<file path="config.mk">
export PLATFORM = sky130hd
export DESIGN_NAME = bpa_ctrl
export DESIGN_NICKNAME = d
export VERILOG_FILES = /design/src/rtl/bpa_pkg.sv /design/src/rtl/bpa_ctrl.sv
export SDC_FILE = /design/constraint.sdc
export NUM_CORES = 1
export LEC_CHECK = 0
export BUFFER_PORTS_ARGS = -buffer_cell sky130_fd_sc_hd__buf_2
export CORE_ASPECT_RATIO = 1.1
export CORE_MARGIN = 1.5
export CORE_UTILIZATION = 25
export CTS_CLUSTER_DIAMETER = 80
export CTS_CLUSTER_SIZE = 12
export DETAILED_ROUTE_END_ITERATION = 8
export GPL_ROUTABILITY_DRIVEN = 1
export PLACE_DENSITY = 0.48
export SYNTH_ARGS = -nofsm -noshare
export SYNTH_HDL_FRONTEND = slang
export SYNTH_SLANG_ARGS = --single-unit
</file>
<file path="constraint.sdc">
create_clock -name clk_i -period 2.2 [get_ports clk_i]
set_clock_uncertainty 0.05 [all_clocks]
set_input_delay 0.44 -clock clk_i [delete_from_list [all_inputs] [get_ports clk_i]]
set_output_delay 0.44 -clock clk_i [all_outputs]
set_load 0.005 [all_outputs]
</file>
<file path="src/rtl/bpa_pkg.sv">
// Shared constants, types and helper functions of the buddy page allocator.
// Depends on nothing; used by bpa_ctrl, bpa_datapath and the top level.
package bpa_pkg;

  localparam int unsigned MIN_PAGE_SHIFT = 8;
  localparam int unsigned MAX_ORDER      = 3;
  localparam int unsigned TOP_BLOCKS     = 16;

  localparam int unsigned NUM_ORD   = MAX_ORDER + 1;
  localparam int unsigned OW        = (NUM_ORD > 2) ? $clog2(NUM_ORD) : 1;
  localparam int unsigned IXW       = $clog2(TOP_BLOCKS) + MAX_ORDER;
  localparam int unsigned LW        = IXW + 1;
  localparam int unsigned TOTAL     = TOP_BLOCKS * ((2 << MAX_ORDER) - 1);
  localparam int unsigned AW        = $clog2(TOTAL);
  localparam int unsigned TOP_SHIFT = MIN_PAGE_SHIFT + MAX_ORDER;
  localparam int unsigned POOL_W    = TOP_SHIFT + $clog2(TOP_BLOCKS);

  localparam logic [LW-1:0] NIL = {LW{1'b1}};

  // field widths of the stream items
  localparam int unsigned SIZE_W   = 16;
  localparam int unsigned ADDR_W   = 32;
  localparam int unsigned STAT_W   = 2;
  localparam int unsigned GORD_W   = 2;
  localparam int unsigned S_DATA_W = 48;
  localparam int unsigned M_DATA_W = 40;
  localparam int unsigned PADDR_W  = 3;

  localparam logic REG_POOL_BASE = 1'b0;  // word select, paddr bit 2
  localparam logic OP_ALLOC      = 1'b0;

  typedef enum logic [STAT_W-1:0] {
    ST_OK, ST_NO_MEM, ST_BAD_SIZE, ST_BAD_FREE
  } status_e;

  typedef enum logic [4:0] {
    CMD_NOP, CMD_CLR, CMD_LOAD, CMD_A_PICK, CMD_RD_LNK, CMD_UNL1, CMD_UNL2,
    CMD_S1, CMD_S2, CMD_S3, CMD_A_FIN, CMD_ERR_SIZE, CMD_ERR_OOM, CMD_ERR_FREE,
    CMD_F_INIT, CMD_F_RD, CMD_F_NXT, CMD_F_CHILD_RD, CMD_F_CLR, CMD_BUD_RD,
    CMD_F_UP, CMD_P1, CMD_P2, CMD_F_FIN
  } cmd_e;

  typedef struct packed {
    logic is_free;
    logic bad_size;
    logic no_block;
    logic bad_range;
    logic bit_rd;
    logic o_eq_want;
    logic o_eq_hi;
    logic o_zero;
    logic o_max;
    logic clr_done;
    logic out_busy;
  } dp_stat_t;

  // first flat index of the bits and links of one order
  function automatic logic [AW-1:0] base_of(input logic [OW-1:0] o);
    logic [AW-1:0] b;
    b = '0;
    for (int p = 0; p < int'(MAX_ORDER); p++) begin
      if (p < int'(o)) b = b + AW'(TOP_BLOCKS << (MAX_ORDER - p));
    end
    return b;
  endfunction

  function automatic logic [AW-1:0] addr_of(input logic [OW-1:0] o,
                                            input logic [IXW-1:0] x);
    return AW'(base_of(o) + AW'(x));
  endfunction

endpackage

</file>
<file path="src/rtl/bpa_ctrl.sv">
// Sequencer of the buddy page allocator: walks alloc, split, free and
// merge steps and issues one datapath command per cycle. Depends on bpa_pkg.
module bpa_ctrl (
  input  logic              clk_i,
  input  logic              rst_ni,
  input  logic              s_tvalid_i,
  output logic              s_tready_o,
  input  bpa_pkg::dp_stat_t stat_i,
  output bpa_pkg::cmd_e     cmd_o
);

  localparam logic [4:0] S_CLR = 5'd0, S_IDLE = 5'd1, S_DISP = 5'd2,
    S_A_PICK = 5'd3, S_RD_LNK = 5'd4, S_UNL1 = 5'd5, S_UNL2 = 5'd6,
    S_A_LOOP = 5'd7, S_S1 = 5'd8, S_S2 = 5'd9, S_S3 = 5'd10, S_A_FIN = 5'd11,
    S_ERR_SIZE = 5'd12, S_ERR_OOM = 5'd13, S_ERR_FREE = 5'd14, S_F_RD = 5'd15,
    S_F_CK = 5'd16, S_F_CHILD_CK = 5'd17, S_F_CLR = 5'd18, S_M_CK = 5'd19,
    S_BUD_CK = 5'd20, S_F_UP = 5'd21, S_P1 = 5'd22, S_P2 = 5'd23,
    S_F_FIN = 5'd24;

  logic [4:0] state_q, state_d;

  always_comb begin
    state_d = state_q;
    cmd_o   = bpa_pkg::CMD_NOP;
    case (state_q)
      S_CLR: begin
        cmd_o = bpa_pkg::CMD_CLR;
        if (stat_i.clr_done) state_d = S_IDLE;
      end
      S_IDLE: begin
        if (s_tvalid_i) begin
          cmd_o = bpa_pkg::CMD_LOAD; state_d = S_DISP;
        end
      end
      S_DISP: begin
        if (stat_i.is_free) begin
          if (stat_i.bad_range) state_d = S_ERR_FREE;
          else begin
            cmd_o = bpa_pkg::CMD_F_INIT; state_d = S_F_RD;
          end
        end else if (stat_i.bad_size) state_d = S_ERR_SIZE;
        else if (stat_i.no_block) state_d = S_ERR_OOM;
        else state_d = S_A_PICK;
      end
      S_A_PICK: begin cmd_o = bpa_pkg::CMD_A_PICK; state_d = S_RD_LNK; end
      S_RD_LNK: begin cmd_o = bpa_pkg::CMD_RD_LNK; state_d = S_UNL1; end
      S_UNL1:   begin cmd_o = bpa_pkg::CMD_UNL1;   state_d = S_UNL2; end
      S_UNL2: begin
        cmd_o   = bpa_pkg::CMD_UNL2;
        state_d = stat_i.is_free ? S_F_UP : S_A_LOOP;
      end
      S_A_LOOP: state_d = stat_i.o_eq_want ? S_A_FIN : S_S1;
      S_S1: begin cmd_o = bpa_pkg::CMD_S1; state_d = S_S2; end
      S_S2: begin cmd_o = bpa_pkg::CMD_S2; state_d = S_S3; end
      S_S3: begin cmd_o = bpa_pkg::CMD_S3; state_d = S_A_LOOP; end
      S_A_FIN: begin
        if (!stat_i.out_busy) begin
          cmd_o = bpa_pkg::CMD_A_FIN; state_d = S_IDLE;
        end
      end
      S_ERR_SIZE: begin
        if (!stat_i.out_busy) begin
          cmd_o = bpa_pkg::CMD_ERR_SIZE; state_d = S_IDLE;
        end
      end
      S_ERR_OOM: begin
        if (!stat_i.out_busy) begin
          cmd_o = bpa_pkg::CMD_ERR_OOM; state_d = S_IDLE;
        end
      end
      S_ERR_FREE: begin
        if (!stat_i.out_busy) begin
          cmd_o = bpa_pkg::CMD_ERR_FREE; state_d = S_IDLE;
        end
      end
      S_F_RD: begin cmd_o = bpa_pkg::CMD_F_RD; state_d = S_F_CK; end
      // lowest order with its bit set at this page
      S_F_CK: begin
        if (stat_i.bit_rd) begin
          if (stat_i.o_zero) state_d = S_F_CLR;
          else begin
            cmd_o = bpa_pkg::CMD_F_CHILD_RD; state_d = S_F_CHILD_CK;
          end
        end else if (stat_i.o_eq_hi) state_d = S_ERR_FREE;
        else begin
          cmd_o = bpa_pkg::CMD_F_NXT; state_d = S_F_RD;
        end
      end
      // upper child still set means the block is split, not used
      S_F_CHILD_CK: state_d = stat_i.bit_rd ? S_ERR_FREE : S_F_CLR;
      S_F_CLR: begin cmd_o = bpa_pkg::CMD_F_CLR; state_d = S_M_CK; end
      S_M_CK: begin
        if (stat_i.o_max) state_d = S_P1;
        else begin
          cmd_o = bpa_pkg::CMD_BUD_RD; state_d = S_BUD_CK;
        end
      end
      S_BUD_CK: state_d = stat_i.bit_rd ? S_P1 : S_RD_LNK;
      S_F_UP: begin cmd_o = bpa_pkg::CMD_F_UP; state_d = S_M_CK; end
      S_P1:   begin cmd_o = bpa_pkg::CMD_P1;   state_d = S_P2; end
      S_P2:   begin cmd_o = bpa_pkg::CMD_P2;   state_d = S_F_FIN; end
      S_F_FIN: begin
        if (!stat_i.out_busy) begin
          cmd_o = bpa_pkg::CMD_F_FIN; state_d = S_IDLE;
        end
      end
      default: state_d = S_IDLE;
    endcase
  end

  always_ff @(posedge clk_i or negedge rst_ni) begin
    if (!rst_ni) state_q <= S_CLR;
    else state_q <= state_d;
  end

  assign s_tready_o = (state_q == S_IDLE);

endmodule

</file>
Word-level counts from Yosys, hierarchy flattened --
Index checks and enable logic that the tools add are counted.
Word-level totals: bits in registers 5, input port bits 14, bits in writable memories 0, logic and storage cells 61, memories kept 0, latch bits 0, bits in read-only memories 0, output and inout bits 6
Operators by class: multiplexer cells 29, bitwise operators 0, add/subtract/negate cells 0, shifts and indexed selects 0, reduce and logical (&&, ||, !) cells 4, equal/unequal tests 27, order comparisons 0, $mul 0, div/mod/pow operators 0
Operators with widths (number):
- one-hot mux 5 bit (22 select lines) | 1
- one-hot mux 5 bit (20 select lines) | 1
- 2-to-1 mux 5 bit | 13
- equality test 5 bit, second input constant | 9
- equality test 5 x 4 -> 1 bit, second input constant | 8
- 2-to-1 mux 4 bit | 8
- equality test 5 x 3 -> 1 bit, second input constant | 4
- equality test 5 x 2 -> 1 bit, second input constant | 2
- 2-to-1 mux 2 bit | 4
- inequality test 2 bit, second input constant | 3
- equality test 5 x 1 -> 1 bit, second input constant | 1
- logical NOT 5 bit | 1
- OR reduction 5 bit | 1
- AND reduction 3 bit | 1
- 2-to-1 mux 1 bit | 2
- OR reduction 2 bit | 1

Longest topological paths before layout --
word-level depth 4, gate-level depth with buffers 7, mapped depth without buffers 5

Least setup slack after synthesis --
No wires, ideal clock.
path type input to output, start input port stat_i[0] (netlist name), end output port cmd_o[0], buffers on the path 1, slack 0.330 ns, data required time 1.710 ns, cell stages on the path 6, arrival time 1.380 ns, cells stage by stage clkbuf_1 > or3b_1 > a21oi_1 > nor3_1 > a21o_1 > o211ai_1
Between the ends: longest elaborated chain between the ends 2, elaborated cells between the ends (all ways) 4, those cells by class 4 x mux
Ends and longest elaborated chain:
- from (decl) | line bpa_ctrl.sv:8 | input bpa_pkg::dp_stat_t stat_i,
- 2-to-1 mux 5 bit, or another cell as far along | line bpa_ctrl.sv:103 | if (!stat_i.out_busy) begin
- one-hot mux 5 bit (22 select lines) (*) | line bpa_ctrl.sv:25 | case (state_q)
- to (decl) | line bpa_ctrl.sv:9 | output bpa_pkg::cmd_e cmd_o
Mark *: on every way between the ends. The rest lies on a longest branch, timed or not.

Worst setup path in the final report --
start register state_q[2], end output port cmd_o[0]
Between the ends: longest elaborated chain between the ends 2, elaborated cells between the ends (all ways) 23, those cells by class 21 x eq/ne; 1 x mux; 1 x reduce/logical
Ends and longest elaborated chain:
- from (decl) | line bpa_ctrl.sv:20 | logic [4:0] state_q, state_d;
- from (signal assigned) | line bpa_ctrl.sv:113 | else state_q <= state_d;
- equality test 5 bit, or another cell as far along | line bpa_ctrl.sv:25
- one-hot mux 5 bit (22 select lines) (*) | line bpa_ctrl.sv:25
Marks and branches as above.

==> impl.org <==
** Run status
- The flow ran to the end, and the final reports show no timing, DRC or antenna violations.

** Setup path
- The worst setup path is captured at a primary output.
- The critical path in this run is classified as register to primary output.
- Cell-by-cell trace of the critical path :: buf_4 -> or2_1 -> nor2_1 -> nor3_1 -> a21o_1 -> o211ai_1 -> buf_2
- Maximum fanout along the worst path :: 10
- Slowest stage cell, crit path :: dfrtp_2
- Delay of the slowest critical-path stage :: 480 ps
- Data arrival at the endpoint of the critical path :: 1650 ps
- The worst setup path is launched from a register.
- Required time of the critical path :: 1710 ps

** Clock network
- The clock net in this run drives a total of 5 sinks.
- TritonCTS built the clock tree.
- Insertion delay of the later-clocked pin in the worst-skew pair :: 230 ps
- Number of buffers created by CTS :: 3
- CTS max path bufs :: 2
- After clock tree synthesis, the clock-pin slew on the worst setup and hold paths is 40 ps.
- The tree is rooted in a clkbuf_8.
- CTS built an H-tree with a depth of 1.

** Power
- The design draws 1.996 mW.
- The worst-case IR drop observed on VDD is 0.0004208 V.
- Leakage :: 0.5389 nW
- Dividing total power by cell area gives a power density of 1545 nW/um^2.

** Flow run
- Across the run, the number of max-cap violations was 0.

** Timing
- Final setup viols :: 0
- Final hold viol count :: 0
- Final Max Tran Viols :: 0
- FMAX :: 0.4681 GHz
- In this run the tightest slew margin relative to its limit is 0.6674.
- Dividing the final minimum period by the clock period gives 0.9711.
- Setup repair after global routing missed its margin :: yes
- Counting I/O delays and the setup requirement, the final critical path takes 2136 ps.
- Worst-Margin Slew :: 497.9 ps

** Route
- The detail route stage leaves a number of antenna-violating nets equal to 0.
- Dividing the detail-routed via count by the number of cells gives 5.425.
- The first TritonRoute pass finished after 4 iterations.
- Drt first-iter violations :: 94
- DRC viols :: 0
- In the final routed layout, each cell accounts on average for 14.37 um.
- Total via count after detailed routing :: 1,226
- Wires add up to 3247 um.

** Final layout
- The repair_antennas step left the layout with diodes totalling 0.
- Largest register by flop count :: state_q
- Number of flip-flops in the largest register :: 5
- Fraction of final layout cells with drive strength greater than 1 :: 0.3295
- The layout has 410 filler cells.
- Top flop regs :: state_q (5)
- Final net count :: 191
- Once layout is complete, the utilization of the core stands at 0.3536.
- The area growth from synthesis to layout is 35.74%.

** Floorplanning
- In this run the horizontal extent of the chip is 61.84 um.
- The region available for standard cell placement spans 3655 sq um.
- The initial utilization of the core area, before any placement, comes to 0.2605.
- Number of rows in the core area :: 23
- Overall die height :: 67.73 um
- Die area :: 4188 sq um
- For this design the top-level I/O count stands at 20.

** Synth
- Yosys top cell by area :: dfrtp_1
- Number of warning messages in the yosys log :: 0
- Number of nets produced by synthesis :: 157
- Ys flop type :: dfrtp_1
- The commonest cells after synthesis are nand2_1 (15), nor2_1 (15), a21oi_1 (11).
- Counting flops with an async set or reset pin after synthesis yields a share of 1.000.
- Post-synthesis sequential area ratio :: 0.1314
- The synthesized design contains 0 enable-type register cells.
- Synthesized area divided by synthesized cell count :: 6.658 sq um
- Synthesized flop and latch total :: 5
- By area the synthesized netlist is led by dfrtp_1 (13%), nand2_1 (5.9%), nor2_1 (5.9%).
- Synthesis produced a netlist whose cell count is 143.
- Share of Yosys cell area claimed by the top area cell type :: 0.1314
- Total standard cell area after synthesis :: 952.2 sq um
- In this run, distinct cell masters in the synthesized netlist total 51.

** Place
- Placer Congestion :: 0.8839
- Detailed placement ended at an HPWL of 2339 um.
- Port buffering added 19 buffers.

** GRT
- Maximum number of pins on one net before global-route repair :: 17
- Wire length of the first global-routing pass :: 5085 um
- Remaining global-route overflow :: 0
- Number of global-route vias before repair :: 1,064
- Initial antenna violation count :: 0
- Total global routing track utilization :: 0.1638

** Min path
- The worst hold path belongs to the class input pin to asynchronous set/reset pin.
-- power by group --
part           switching (mW)  leakage (nW)  internal, mW
combinational           0.829         0.459         0.738
sequential              0.107        0.0570         0.147
clock                  0.0507        0.0228         0.125
total                   0.986         0.539          1.01
-- per-layer routing --
layer | GRT usage | part of all wire | vias up | routed length (um)
li1 | - | - | 597 | -
met1 | 0.2389 | 0.44 | 557 | 1439
met2 | 0.2316 | 0.45 | 61 | 1472
met3 | 0.03448 | 0.083 | 11 | 268
met4 | 0.06117 | 0.021 | 0 | 67
met5 | 0 | 0 | - | 0
-- per-stage QoR --
step / instances / setup WS, ps / hold WS (ps) / TNS, ps / cell area [sq um]
2_1_floorplan: 143 / 330.2 / 94.41 / 0 / 952.2
3_3_place_gp: 211 / 169.2 / 215.4 / 0 / 1134
3_5_place_dp: 211 / 142.4 / 212.1 / 0 / 1134
4_1_cts: 216 / 5.453 / 523.9 / 0 / 1191
5_1_grt: 226 / -5.736 / 540.9 / -5.736 / 1292
6_report: 226 / 63.58 / 512.6 / 0 / 1292
-- critical path: cells and delay by family (launching register included) --
kind | cells | cell delay (ps)
compound gates | 2 | 240
buf+inv | 2 | 310
flops | 1 | 480
simple gates | 3 | 410
-- final cells by class --
cell class / count / area (sq um) / share of cell area
Sequential cell: 5 / 130.1 / 0.1007
Clock buffer: 4 / 45.04 / 0.03485
Tap cell: 50 / 62.56 / 0.04840
Multi-Input combinational cell: 120 / 758.2 / 0.5866
Timing Repair Buffer: 43 / 281.5 / 0.2178
Inverter: 4 / 15.01 / 0.01162
-- repair_timing --
item	in CTS	in global routing
gates resized for setup	2	7
hold endpoints to repair	5	0
buffers inserted	0	10
cloned	0	0
endpoints found under the setup margin	3	5
pin swaps	0	1
hold buffers	1	0
-- kinds of logic after synthesis --
logic type | Yosys count | synth area share
xor+xnor | 1 | 0.009200
mux | 4 | 0.04205
flops | 5 | 0.1314
fa+ha+maj | 2 | 0.02103
compound gates | 51 | 0.3627
simple gates | 62 | 0.3404
buf+inv | 18 | 0.09329
-- path summary, 6_finish.rpt --
check	start	to	slack, ps	depth (start not counted)
max reg2reg	state_q[2]	state_q[1]	220	6
max in group asynchronous	rst_ni	state_q[2]	1440	2
min	rst_ni	state_q[4]	510	2
min in group clk_i	stat_i[1]	state_q[0]	610	3
min reg2reg	state_q[4]	state_q[4]	640	2
max	state_q[2]	cmd_o[0]	60	7
-- cell usage in the layout (no fill, tap or decap), drive strengths merged, types with 5 or more instances in the layout --
cell type  count
nand2b         7
a21oi         12
buf           42
dfrtp          5
nor2          15
nor3           5
nand2         15
o21ai         13
No activity file was read; power rests on OpenSTA's default activity.
